==> src/sv/status_spinner_segment_renderer_assert.svh <==
// Assertion macros shared by the status segment renderer.
// Each macro takes a label, the clock, the active-low reset and two expressions.
`ifndef STATUS_SPINNER_SEGMENT_RENDERER_ASSERT_SVH
`define STATUS_SPINNER_SEGMENT_RENDERER_ASSERT_SVH

`ifndef SYNTH

// Same-cycle implication.
`define SSR_ASSERT_IMP(lbl, ck, rn, ante, cons) \
	lbl: assert property (@(posedge ck) disable iff (!rn) (ante) |-> (cons)) \
		else $error("status segment renderer assertion failed");

// Next-cycle implication.
`define SSR_ASSERT_NXT(lbl, ck, rn, ante, cons) \
	lbl: assert property (@(posedge ck) disable iff (!rn) (ante) |=> (cons)) \
		else $error("status segment renderer assertion failed");

`else

`define SSR_ASSERT_IMP(lbl, ck, rn, ante, cons)
`define SSR_ASSERT_NXT(lbl, ck, rn, ante, cons)

`endif

`endif

==> src/sv/ssr_pkg.sv <==
package ssr_pkg;

	// Segment geometry and animation timing.
	localparam int SegLeds     = 10;
	localparam int PhasePeriod = 36 * 2;
	localparam int HalfPeriod  = PhasePeriod / 2;

	// Brightness levels.
	localparam int FadeStep    = (256 / 5) - 1;
	localparam int PartialStep = 128 / 10;
	localparam int TailLevel   = 25;
	localparam int FullLevel   = 255;
	localparam int HalfLevel   = 128;

	typedef logic [7:0] level_t;
	typedef logic [3:0] idx_t;
	typedef logic [6:0] phase_t;
	typedef logic [1:0] mode_t;

	// Segment modes.
	localparam mode_t MODE_CLEAR   = 2'd0;
	localparam mode_t MODE_SPINNER = 2'd1;
	localparam mode_t MODE_FILL    = 2'd2;
	localparam mode_t MODE_SOLID   = 2'd3;

	localparam idx_t   LAST_IDX   = idx_t'(SegLeds - 1);
	localparam phase_t PHASE_LAST = phase_t'(PhasePeriod - 1);
	localparam phase_t PHASE_HALF = phase_t'(HalfPeriod);

	// Head of the spinner fades in over four quarter steps.
	function automatic level_t head_level(input logic [1:0] s);
		level_t lv;
		case (s)
			2'd0: lv = level_t'(FadeStep * 1);
			2'd1: lv = level_t'(FadeStep * 2);
			2'd2: lv = level_t'(FadeStep * 3);
			default: lv = level_t'(FadeStep * 4);
		endcase
		return lv;
	endfunction

	// Body of the spinner fades out from full brightness.
	function automatic level_t body_level(input logic [1:0] s);
		level_t lv;
		case (s)
			2'd0: lv = level_t'(FullLevel);
			2'd1: lv = level_t'(FullLevel - 1 * (FadeStep + 10));
			2'd2: lv = level_t'(FullLevel - 2 * (FadeStep + 10));
			default: lv = level_t'(FullLevel - 3 * (FadeStep + 10));
		endcase
		return lv;
	endfunction

endpackage

==> src/sv/status_spinner_segment_renderer.sv <==
// Channel | Handshake               | Payload
// frame   | frame_valid/frame_ready | cmd, hue, percent, segment_start
// led     | led_valid/led_ready     | led_position, led_hue, led_value, last_led
//
// Each accepted frame yields ten LED words, one per cycle while led_ready does not
// stall the output; the LED word counter in the frame register sets this.
// All ten levels are computed as the frame is registered; the output register
// then takes one LED word per cycle while led_ready allows.
// The next frame is accepted in the cycle its predecessor's tenth word is loaded into the output register.
// Reset clears the frame phase and all valid flags; a stalled led_ready holds
// the output word and, behind it, the frame register.
`include "status_spinner_segment_renderer_assert.svh"

module status_spinner_segment_renderer (
	input  logic       clk,
	input  logic       arst_n,
	input  logic       frame_valid,
	output logic       frame_ready,
	input  logic [1:0] cmd,
	input  logic [7:0] hue,
	input  logic [6:0] percent,
	input  logic [4:0] segment_start,
	output logic       led_valid,
	input  logic       led_ready,
	output logic [4:0] led_position,
	output logic [7:0] led_hue,
	output logic [7:0] led_value,
	output logic       last_led
);

	ssr_pkg::phase_t phase_q;
	ssr_pkg::phase_t phase_nx;

	logic                 valid_s1;
	ssr_pkg::idx_t        idx_q;
	ssr_pkg::level_t      lvl_s1 [ssr_pkg::SegLeds];
	logic [7:0]           hue_s1;
	logic [4:0]           start_s1;

	logic                 accept;
	logic                 load;
	logic                 s1_last;

	// Spinner and fill intermediate values.
	logic                 rising;
	logic [5:0]           sweep;
	logic [1:0]           quarter;
	ssr_pkg::idx_t        step;
	ssr_pkg::idx_t        head_pos;
	ssr_pkg::idx_t        body_pos;
	ssr_pkg::idx_t        tail_pos;
	logic                 tail_ok;
	ssr_pkg::level_t      head_lv;
	ssr_pkg::level_t      body_lv;
	ssr_pkg::level_t      tail_lv;
	logic [14:0]          pct_prod;
	logic [3:0]           full;
	logic [3:0]           pct_rem;
	ssr_pkg::level_t      partial;
	ssr_pkg::level_t      lvl_d [ssr_pkg::SegLeds];

	// Handshake control.
	assign s1_last     = (idx_q == ssr_pkg::LAST_IDX);
	assign load        = valid_s1 && (!led_valid || led_ready);
	assign frame_ready = !valid_s1 || (load && s1_last);
	assign accept      = frame_valid && frame_ready;

	// Frame phase advances before the frame is rendered.
	assign phase_nx = (phase_q == ssr_pkg::PHASE_LAST) ? '0 : phase_q + 7'd1;

	// Spinner geometry for the new phase.
	always_comb begin
		rising  = (phase_nx < ssr_pkg::PHASE_HALF);
		sweep   = rising ? phase_nx[5:0] : 6'(phase_nx - ssr_pkg::PHASE_HALF);
		quarter = sweep[1:0];
		step    = sweep[5:2];
		tail_ok = (step != 4'd0);
		if (rising) begin
			head_pos = step + 4'd1;
			body_pos = step;
			tail_pos = step - 4'd1;
		end else begin
			head_pos = 4'd8 - step;
			body_pos = 4'd9 - step;
			tail_pos = 4'd10 - step;
		end
		head_lv = ssr_pkg::head_level(quarter);
		body_lv = ssr_pkg::body_level(quarter);
		tail_lv = (quarter == 2'd0) ? ssr_pkg::level_t'(ssr_pkg::TailLevel) : '0;
	end

	// Percent split into whole LEDs and a remainder, by reciprocal multiply.
	always_comb begin
		pct_prod = 15'(percent) * 15'd205;
		full     = pct_prod[14:11];
		pct_rem  = 4'(percent - 7'(full * 4'd10));
		partial  = 8'(pct_rem * 8'(ssr_pkg::PartialStep));
	end

	// Level for each of the ten LEDs.
	always_comb begin
		for (int i = 0; i < ssr_pkg::SegLeds; i++) begin
			lvl_d[i] = '0;
			case (cmd)
				ssr_pkg::MODE_SPINNER: begin
					if (ssr_pkg::idx_t'(i) == head_pos) begin
						lvl_d[i] = head_lv;
					end else if (ssr_pkg::idx_t'(i) == body_pos) begin
						lvl_d[i] = body_lv;
					end else if (tail_ok && ssr_pkg::idx_t'(i) == tail_pos) begin
						lvl_d[i] = tail_lv;
					end
				end
				ssr_pkg::MODE_FILL: begin
					if (5'(i) <= {1'b0, full}) begin
						lvl_d[i] = ssr_pkg::level_t'(ssr_pkg::HalfLevel);
					end else if (5'(i) == {1'b0, full} + 5'd1) begin
						lvl_d[i] = partial;
					end
				end
				ssr_pkg::MODE_SOLID: begin
					lvl_d[i] = ssr_pkg::level_t'(ssr_pkg::HalfLevel);
				end
				default: begin
					lvl_d[i] = '0;
				end
			endcase
		end
	end

	// Phase and frame register control.
	always_ff @(posedge clk or negedge arst_n) begin
		if (!arst_n) begin
			phase_q  <= '0;
			valid_s1 <= 1'b0;
			idx_q    <= '0;
		end else begin
			if (accept) begin
				phase_q  <= phase_nx;
				valid_s1 <= 1'b1;
				idx_q    <= '0;
			end else if (load) begin
				idx_q <= idx_q + 4'd1;
				if (s1_last) begin
					valid_s1 <= 1'b0;
				end
			end
		end
	end

	// Frame payload.
	always_ff @(posedge clk) begin
		if (accept) begin
			lvl_s1   <= lvl_d;
			hue_s1   <= hue;
			start_s1 <= segment_start;
		end
	end

	// Output word valid.
	always_ff @(posedge clk or negedge arst_n) begin
		if (!arst_n) begin
			led_valid <= 1'b0;
		end else if (load) begin
			led_valid <= 1'b1;
		end else if (led_ready) begin
			led_valid <= 1'b0;
		end
	end

	// Output word payload.
	always_ff @(posedge clk) begin
		if (load) begin
			led_position <= start_s1 + 5'(idx_q);
			led_value    <= lvl_s1[idx_q];
			led_hue      <= (lvl_s1[idx_q] != '0) ? hue_s1 : '0;
			last_led     <= s1_last;
		end
	end

	// Checks on the frame sequencing.
	`SSR_ASSERT_IMP(a_accept_only_at_end, clk, arst_n, accept && valid_s1, load && s1_last)
	`SSR_ASSERT_IMP(a_idx_in_range, clk, arst_n, valid_s1, idx_q <= ssr_pkg::LAST_IDX)
	`SSR_ASSERT_NXT(a_frame_drains, clk, arst_n, load && s1_last && !accept, !valid_s1)
	`SSR_ASSERT_NXT(a_phase_wraps, clk, arst_n, accept && phase_q == ssr_pkg::PHASE_LAST, phase_q == '0)

endmodule
==> config.mk <==
export PLATFORM = sky130hd
export DESIGN_NAME = status_spinner_segment_renderer
export DESIGN_NICKNAME = d
export VERILOG_FILES = /design/src/sv/ssr_pkg.sv /design/src/sv/status_spinner_segment_renderer.sv
export VERILOG_INCLUDE_DIRS = /design/src /design/src/sv
export SDC_FILE = /design/constraint.sdc
export NUM_CORES = 1
export LEC_CHECK = 0
export BUFFER_PORTS_ARGS = -buffer_cell sky130_fd_sc_hd__buf_2
export CORE_MARGIN = 1
export CORE_UTILIZATION = 35
export CTS_CLUSTER_DIAMETER = 150
export DETAILED_ROUTE_END_ITERATION = 12
export PLACE_DENSITY = 0.62
export RECOVER_POWER = 25
export SYNTH_ARGS = -nofsm -noshare
export SYNTH_HDL_FRONTEND = slang
export SYNTH_SLANG_ARGS = --single-unit
==> constraint.sdc <==
create_clock -name clk -period 8.59 [get_ports clk]
set_input_delay 0.859 -clock clk [delete_from_list [all_inputs] [get_ports clk]]
set_output_delay 0.859 -clock clk [all_outputs]
set_load 0.02 [all_outputs]
==> results of run 1 <==
sequential cells by signal, summed over array words and instances (netlist names):
signal and cells:
valid_s1 1, led_value 8, led_hue 8, led_valid 1
hue_s1 8, lvl_s1 80, last_led 1, idx_q 4
start_s1 5, phase_q 7, led_position 5
per-stage QoR:
step	cell area, sq um	instances	hold slack (ns)	util, %	power [mW]
2_1_floorplan	9100	857	0.439	-	2.87
3_3_place_gp	9610	1199	0.448	38.0	3.48
3_5_place_dp	9610	1199	0.451	38.0	3.51
4_1_cts	10200	1230	0.319	40.4	4.29
5_1_grt	10200	1230	0.496	40.3	4.59
6_report	10200	1230	0.464	40.3	4.33
cells in the mapped netlist (all sizes together), types with 3 or more instances:
cell,instances
a211oi,16
a21o,8
a21oi,50
a221o,4
a221oi,10
a22oi,17
a2bb2oi,12
a311oi,6
a31o,3
a31oi,4
and2,17
and3,9
buf,17
clkbuf,26
dfrtp,13
edfxtp,115
fa,11
ha,58
inv,55
mux2i,13
mux4,16
nand2,68
nand2b,11
nand3,28
nand4,5
nor2,60
nor2b,3
nor3,21
nor4,7
o2111ai,3
o211ai,9
o21ai,38
o221ai,10
o22ai,20
o311ai,3
o32ai,4
or2,10
or3,7
xnor2,22
xor2,10
cell usage in the layout (no fill, tap or decap), types with 17 or more instances in the layout:
| cell | n |
|---|---|
| a21oi_1 | 49 |
| buf_2 | 27 |
| clkbuf_1 | 24 |
| clkbuf_16 | 17 |
| edfxtp_1 | 115 |
| ha_1 | 58 |
| inv_1 | 52 |
| nand2_1 | 66 |
| nand3_1 | 26 |
| nor2_1 | 60 |
| o21ai_0 | 33 |
| o22ai_1 | 20 |
| xnor2_1 | 17 |
cell type report:
type | count | area (sq um) | share of cell area (%)
Multi-Input combinational cell | 629 | 4910 | 48.1
Sequential cell | 128 | 3780 | 37.0
Clock buffer | 17 | 425 | 4.17
Tap cell | 330 | 413 | 4.05
Timing Repair Buffer | 55 | 255 | 2.50
Inverter | 57 | 215 | 2.11
Clock inverter | 14 | 204 | 2.00
layer usage:
metal,GRT usage [%],up-vias,routed length [um]
li1,-,3355,-
met1,26.8,3441,11300
met2,30.4,350,11500
met3,3.71,57,1880
met4,7.99,0,812
met5,0,-,0
critical path, cell delays in order:
cell and delay [ns]:
buf_2 0.13, ha_1 0.34, fa_1 0.47, ha_1 0.29, inv_1 0.05, fa_1 0.51
inv_1 0.04, ha_1 0.30, a211oi_1 0.20, nor2_1 0.09, o32a_1 0.36, xnor2_1 0.52
inv_1 0.21, ha_1 0.25, fa_1 0.41, xnor2_1 0.44, xnor2_1 0.15, xnor2_1 0.17
ha_1 0.35, a21oi_1 0.19, xnor2_1 0.09, xnor3_1 0.29, or2_0 0.43, o221ai_1 0.21
kinds of logic (layout without fill, tap and decap cells):
group,Yosys count,after routing,synth area share (%)
DFF,128,128,41.5
AOI/OAI and AO/OA,241,241,19.5
adders and majority gates,69,69,10.4
xor gates and xnor gates,33,33,3.86
and+or+nand+nor,257,257,14.7
muxes,29,29,5.53
buffers and inverters,100,143,4.48
worst paths after layout:
kind / from / to / slack, ns
setup / recovery: percent[4] / lvl_s1[6] / 1.37
hold / removal: valid_s1 / led_valid / 0.46
setup reg to reg: phase_q[0] / lvl_s1[60] / 2.46
hold reg to reg: valid_s1 / led_valid / 0.46
max in group asynchronous: arst_n / idx_q[0] / 7.58
min in group asynchronous: arst_n / phase_q[4] / 0.48
power breakdown:
part	switching [mW]	leakage, nW	total [mW]	internal [mW]
sequential	0.0948	1.22	0.923	0.828
clock	0.277	0.297	0.766	0.489
combinational	1.74	2.15	2.64	0.898
total	2.11	3.67	4.33	2.22
==> results.md, run 1 <==
- Status: complete, but fails checks
- Failing checks: capacitance limit, slew limit
- CP startpoint kind: input port
- Worst setup EP type: register
- CTS clock-pin slew for the worst setup and hold paths: around 0.060 ns
- Cts hold-fix bufs: 0
- Worst slack, placed: ~1.1 ns
- DR vias: between 7000 and 8000
- CTS buffer count: 17
- DP HPWL: 19.0 mm
- Post-Syn Area: about 9100 sq um
- Starting Density: 35.9%
- Slew @ Worst Pin: 2.19 ns
- Overall Global Routing Usage: a little under 20%
- Area delta synth->final: 12.2%
- CP Class: input port to register
- RSZ-0062 raised after global routing: false
- Crit-path max FO: 7
- Largest net degree at the start of global routing: 74
- Final Skew: 0.0123 ns
- R2R cell count: 15
- Total grt overflow: 0
- Clock root buffer master: clkbuf_16
- Worst slew margin: -45.7%
- Hold Crit Class: register to register
- Peak supply drop: around 0.21 mV
- CTS tree: yes
- Die width: 163 um
- Share of layout cells above drive strength 1: between 10% and 20%
- Clock Path Buffers: 2
- Clock Latency Late Sink: ~0.42 ns
- H-tree levels: 4
- Fillcell total: 2423
- Post-synth ARST share: 10.2%
- Drt pass-1 iters: 5
- Synth unique cells: 97
- Synth Warn #: 0
- Dominant synthesized flop cell: edfxtp_1
- Synth top area cells: edfxtp_1 38%, ha_1 8.0%, mux4_2 4.0%, dfrtp_1 3.6%, nand2_1 2.7%
- Tmin final: between 7 and 8 ns
- Vias in the first global route: around 7000
- Syn avg cell area: approximately 11 sq um
- Antenna-violating nets left: 0
- DR vias/cell: roughly 6
- Final worst slack: between 1 and 1.5 ns
- Critical Path AT: 7.34 ns
- Final wirelength: 25.5 mm
- Final TNS setup: 0 ns
- Worst hold stages: 1
- Period utilization: 84.0%
- CTS Sinks: 128
- First-pass GRT wire length: ~40 mm
- Cell row count: 58
- Final hold viol count: 0
- Die area: between 20000 and 30000 sq um
- Port-buffer cells: 49
- Post-synth EDFFs: 115
- Max Clk Rate: between 100 and 150 MHz
- Cell taking the most area after synthesis: edfxtp_1
- Chip height: between 150 and 200 um
- DRT iter0 DRCs: roughly 850
- Nets@finish: roughly 1000
- Core area: between 20000 and 30000 sq um
- Resize count post-CTS: 0
- N_diodes: 0
- Finish-stage setup viols: 0
- Synth Register Bits: 128
- Power per Cell Area: 424 nW/um^2
- Seq/Total Area, Yosys: about 42%
- Mapped Cells: 857
- I/O Pins: 50
- # DRC: 0
- MaxCap Viol Count: 1
- Max-slew violation count: 29
- Synth top area share: a little under two fifths
- Pleak: ~3.7 nW
- Post-CTS setup buffer count: 0
- WP data required: slightly below 9 ns
- Syn Nets: 952
- WL per Instance: between 20 and 25 um
- Initial antenna violation count: 0
- GP Congestion: between 0.9 and 1
(Power assumes the default switching activity.)
==> run 2, diff against run 1 <==
- ABC_AREA: not set -> 1
- PLACE_DENSITY: 0.62 -> 0.63
- clock period: 8.59 -> 5.9 ns (I/O delays scaled with it)
==> run 2 against run 1 <==
Against the previous run: the flow now finishes without violations; critical path depth increased by 5; sequential share of layout area increased by 0.18 points; wire length decreased by 1.3%.
==> results.md, run 2 <==
- Status: finished clean
- Synth top area share: 38.7%
- Initial antenna violation count: 0
- CTS tree: yes
- Share of layout cells above drive strength 1: 11.6%
- Drt pass-1 iters: 5
- Post-synth EDFFs: about 120
- Crit-path max FO: 9
- Worst setup EP type: register
- Synth Warn #: 0
- Cell row count: 58
- Cell taking the most area after synthesis: edfxtp_1
- Fillcell total: between 2000 and 3000
- Total grt overflow: 0
- Synth top cells by count: 271 x nand2_1, 116 x inv_1, 115 x edfxtp_1, 96 x nand3_1, 95 x nor2_1
- First-pass GRT wire length: 39.7 mm
- Final wirelength: about 25 mm
- CTS Sinks: about 130
- I/O Pins: 50
- Die width: around 160 um
- Synth Register Bits: 128
- Biggest register: lvl_s1
- Most frequent cell on the critical path: nand2_1
- Post-Syn Area: ~9000 sq um
- Period utilization: between 90% and 100%
- Final hold viol count: 0
- RSZ-0062 raised after global routing: false
- Cts hold-fix bufs: 0
- Clock root buffer master: clkbuf_16
- Resize count post-CTS: 0
- R2R cell count: 20
- CTS buffer count: 17
- WP data required: roughly 6.1 ns
- Worst slew margin: between 20% and 30%
- Syn Nets: 1174
- Mapped Cells: ~1100
- Max Clk Rate: roughly 180 MHz
- Synth unique cells: 46
- Largest net degree at the start of global routing: 69
- N_diodes: 0
- Critical Path AT: about 5.6 ns
- Slew @ Worst Pin: about 1.1 ns
- Chip height: about 160 um
- Post-synth ARST share: roughly a tenth
- CP startpoint kind: input port
- Finish-stage setup viols: 0
- Starting Density: a little over a third
- Synth top area cells: edfxtp_1 39%, nand2_1 11%, ha_1 8.1%, nand3_1 5.4%, inv_1 4.9%
- Dpl cell area: about 9600 sq um
- Antenna-violating nets left: 0
- Clock Path Buffers: 2
- Dominant synthesized flop cell: edfxtp_1
- DRT iter0 DRCs: between 700 and 800
- Layout Utilization: 40.4%
- Nets@finish: around 1200
- CP Class: input port to register
- DR vias: 7751
- GP Congestion: 0.992
- CP max stage delay: approximately 0.48 ns
- Final Skew: about 0.0068 ns
- Post-CTS setup buffer count: 0
- Max FFs per register: 80
- Max-slew violation count: 0
- H-tree levels: 4
- DR vias/cell: between 5 and 6
- Core area: approximately 25000 sq um
- WL per Instance: ~17 um
- Most frequent cells in the layout: 270 x nand2_1, 116 x inv_1, 115 x edfxtp_1
- Overall Global Routing Usage: 19.7%
- Reg area: approximately 3800 sq um
- Design area: roughly 10000 sq um
- Tmin final: 5.43 ns
- MaxCap Viol Count: 0
- CTS clock-pin slew for the worst setup and hold paths: about 0.06 ns
- Most frequent cell after synthesis: nand2_1
- Seq/Total Area, Yosys: a little over two fifths
- Vias in the first global route: approximately 7400
- Die area: about 26000 sq um
- Syn avg cell area: about 8.3 sq um
- Most common cell after layout, fill and taps aside: nand2_1
- Max stage delay cell, worst path: fa_1
- Min Hold Slack: roughly 0.23 ns
- Final TNS setup: 0 ns
- Area delta synth->final: 13.6%
- Multi-input logic area: approximately 4600 sq um
- DP HPWL: ~19 mm
- Clock Latency Late Sink: approximately 0.42 ns
- Port-buffer cells: between 40 and 50
- Hold Crit Class: input port to async pin
- # DRC: 0
run 2: cell type report:
class | count | area share [%]
clock buffers | 18 | 4.23
clock inverters | 14 | 1.64
inverters | 126 | 4.68
multi-input cells | 796 | 45.2
flip-flops and latches | 128 | 37.2
well taps | 330 | 4.07
repair buffers | 60 | 3.02
run 2: cell families (layout without fill, tap and decap cells):
| family | count (synthesis) | after routing | share of synthesized area [%] |
|---|---|---|---|
| buf+inv | 155 | 218 | 6.54 |
| mux | 3 | 3 | 0.336 |
| compound gates | 179 | 179 | 11.7 |
| flops | 128 | 128 | 42.3 |
| simple gates | 529 | 529 | 26.8 |
| xor+xnor | 16 | 16 | 1.74 |
| fa+ha+maj | 69 | 69 | 10.6 |
run 2: worst paths after layout:
check,to,slack [ns],start
worst max-delay path,lvl_s1[14],0.47,percent[5]
worst min-delay path,phase_q[6],0.23,arst_n
worst max register to register,lvl_s1[55],1.76,phase_q[0]
worst min register to register,led_valid,0.47,valid_s1
max in group asynchronous,valid_s1,5.16,arst_n
min in group clk,start_s1[0],0.34,segment_start[0]
run 2: worst max-delay path: cells and delay by family:
family	cells	cell delay, ns
AOI/OAI and AO/OA	2	0.37
xor gates and xnor gates	2	0.42
adders and majority gates	8	2.75
buffers and inverters	4	0.30
and+or+nand+nor	13	1.15
run 2: layer usage:
metal | track usage, % | up-vias | share of wire (%)
met5 | 0 | - | 0
met4 | 9.09 | 0 | 3.7
met3 | 3.63 | 63 | 5.8
met2 | 32.8 | 270 | 47
met1 | 24.8 | 3653 | 43
li1 | - | 3765 | -
run 2: metrics by stage:
stage / cells / setup WS, ns
after floorplan: 1079 / 0.368
after global placement: 1440 / 0.0777
after detailed placement: 1440 / -0.0575
after CTS: 1472 / 0.396
after global routing: 1472 / 0.0789
final: 1472 / 0.474
Power of run 2 is left out: the tool's default activity adds up to more than one toggle a clock period on the data nets, which glitch-free logic cannot reach.
==> run 3, diff against run 2 <==
--- a/config.mk
+++ b/config.mk
@@ -13,6 +13,7 @@
 export CTS_CLUSTER_DIAMETER = 150
 export DETAILED_ROUTE_END_ITERATION = 12
-export PLACE_DENSITY = 0.63
+export PLACE_DENSITY = 0.5
 export RECOVER_POWER = 25
+export REMOVE_ABC_BUFFERS = 1
 export SYNTH_ARGS = -nofsm -noshare
 export SYNTH_HDL_FRONTEND = slang
==> constraint.sdc (replaced) <==
create_clock -name clk -period 5.9 [get_ports clk]
set_input_delay 0.59 -clock clk [delete_from_list [all_inputs] [get_ports clk]]
set_output_delay 0.59 -clock clk [all_outputs]
set_load 0.005 [all_outputs]
==> run 3 against run 2 <==
Against the previous run: the flow now finishes with violations (capacitance limit, slew limit); non-clock buffer count rose by 2; count of clock-buffer cells in the layout rose by 1; sequential share of layout area fell by 0.15 points; register-to-register slack got worse by 0.28 ns; worst hold slack improved by 0.0053 ns; core utilization rose by 0.16 points; via count fell by 0.57%; global-route usage rose by 1.6 points; final cell count rose by 0.14%; flip-flop and latch count did not move; first-iteration DRC count fell by 14%; worst setup slack improved by 0.010 ns.
==> results.md, run 3 (synthesis gave the netlist of run 2 again) <==
- Slew @ Worst Pin: approximately 2.3 ns
- Clock root buffer master: clkbuf_16
- Final worst slack: ~0.48 ns
- Starting Density: between 30% and 40%
- DR vias/cell: 5.23
- Clock Latency Late Sink: about 0.42 ns
- Most common cell after layout, fill and taps aside: nand2_1
- First-pass GRT wire length: 42.2 mm
- Critical Path AT: between 5 and 6 ns
- WL per Instance: about 18 um
- Tmin final: ~5.4 ns
- Final Non-Filler Cells: ~1500
- Share of layout cells above drive strength 1: 12.8%
- Post-CTS setup buffer count: 0
- Initial antenna violation count: 0
- CTS clock-pin slew for the worst setup and hold paths: roughly 0.060 ns
- Final Skew: between 0.01 and 0.015 ns
- Chip height: 162 um
- Crit. Startpoint: percent[4]
- Max FFs per register: 80
- Cts hold-fix bufs: 0
- Max Clk Rate: ~180 MHz
- Hold Crit Class: input port to async pin
- Vias in the first global route: ~7500
- CTS Sinks: about 130
- N_diodes: 0
- I/O Pins: 50
- Area delta synth->final: 14.1%
- Most frequent cells in the layout: 270 x nand2_1, 116 x inv_1, 115 x edfxtp_1
- CP Class: input port to register
- Core area: approximately 25000 sq um
- Die width: 162 um
- Final wirelength: ~27 mm
- WP data required: roughly 6.1 ns
- DP Cell Count: roughly 1400
- Resize count post-CTS: 0
- Final hold viol count: 0
- CTS buffer count: 17
- Clock Path Buffers: 2
- Overall Global Routing Usage: a little over a fifth
- DP HPWL: around 20 mm
- # DRC: 0
- Cell row count: 58
- Die area: 26200 sq um
- Drt pass-1 iters: 7
- Port-buffer cells: approximately 50
- DRT iter0 DRCs: ~630
- Biggest register: lvl_s1
- MaxCap Viol Count: 1
- Crit-path max FO: 9
- Status: complete, but fails checks
- Largest net degree at the start of global routing: 82
- DR vias: 7707
- Failing checks: capacitance limit, slew limit
- GP Congestion: roughly 0.9
- Antenna-violating nets left: 0
- Period utilization: 91.8%
- CTS tree: yes
- H-tree levels: 4
- Total grt overflow: 0
- Finish-stage setup viols: 0
- Max-slew violation count: 46
- R2R Path Start: idx_q[0]
- Nets@finish: 1226
- Worst slew margin: -51.7%
- RSZ-0062 raised after global routing: false
- Min Hold Slack: roughly 0.24 ns
- CP startpoint kind: input port
- Worst slack, placed: -0.00599 ns
- Worst setup EP type: register
==> run 3: cell types whose count changed in the layout (fill, tap and decap cells not counted), sizes merged <==
cell	delta
clkinvlp	-1
buf	+14
clkbuf	-11
==> run 3: per-stage QoR <==
step / setup TNS, ns / util, % / area [sq um]
final: 0 / 40.6 / 10200
after global routing: 0 / 40.6 / 10200
after CTS: 0 / 40.7 / 10200
after detailed placement: -0.0222 / 38.3 / 9600
after global placement: 0 / 38.3 / 9600
after floorplan: -38.81 / - / 8830
==> run 3: area by class of cell <==
type,count,area [sq um]
clock buffers,19,443
clock inverters,13,163
fillers,2593,14900
inverters,126,475
multi-input cells,796,4580
flip-flops and latches,128,3780
well taps,330,413
repair buffers,62,337
==> run 3: final timing paths <==
kind	end	cells past startpoint	slack (ns)
hold reg to reg	led_valid	2	0.48
setup / recovery	lvl_s1[70]	28	0.48
hold / removal	phase_q[6]	1	0.24
max in group asynchronous	idx_q[2]	1	5.14
min in group clk	hue_s1[0]	1	0.35
setup reg to reg	led_hue[3]	10	1.48
==> run 3: worst max-delay path: stages <==
cell and delay (ns):
buf_2 0.13, ha_1 0.33, fa_1 0.46, ha_1 0.29, inv_1 0.05, fa_1 0.50
inv_1 0.04, ha_1 0.20, a21oi_1 0.13, nor2_1 0.06, a211oi_1 0.16, nand2_1 0.13
xor2_1 0.18, ha_1 0.20, fa_1 0.38, xnor2_1 0.23, buf_4 0.16, nand2_1 0.06
nand3_1 0.09, nand2_1 0.08, ha_1 0.34, nand2_1 0.07, nor2_1 0.04, a211oi_1 0.22
nand3b_1 0.16, nand2_2 0.14, nand3_1 0.10, nand2_1 0.07
==> run 3: metal layers <==
metal  up-vias  global-route usage [%]  wire, um  part of all wire (%)
met5         -                       0         0                     0
met1      3648                    28.7     12300                    46
li1       3760                       -         -                     -
met3        44                    3.65      1380                   5.2
met4         0                    7.25       681                   2.5
met2       255                    34.6     12400                    46
Power of run 3 is left out for the same reason.
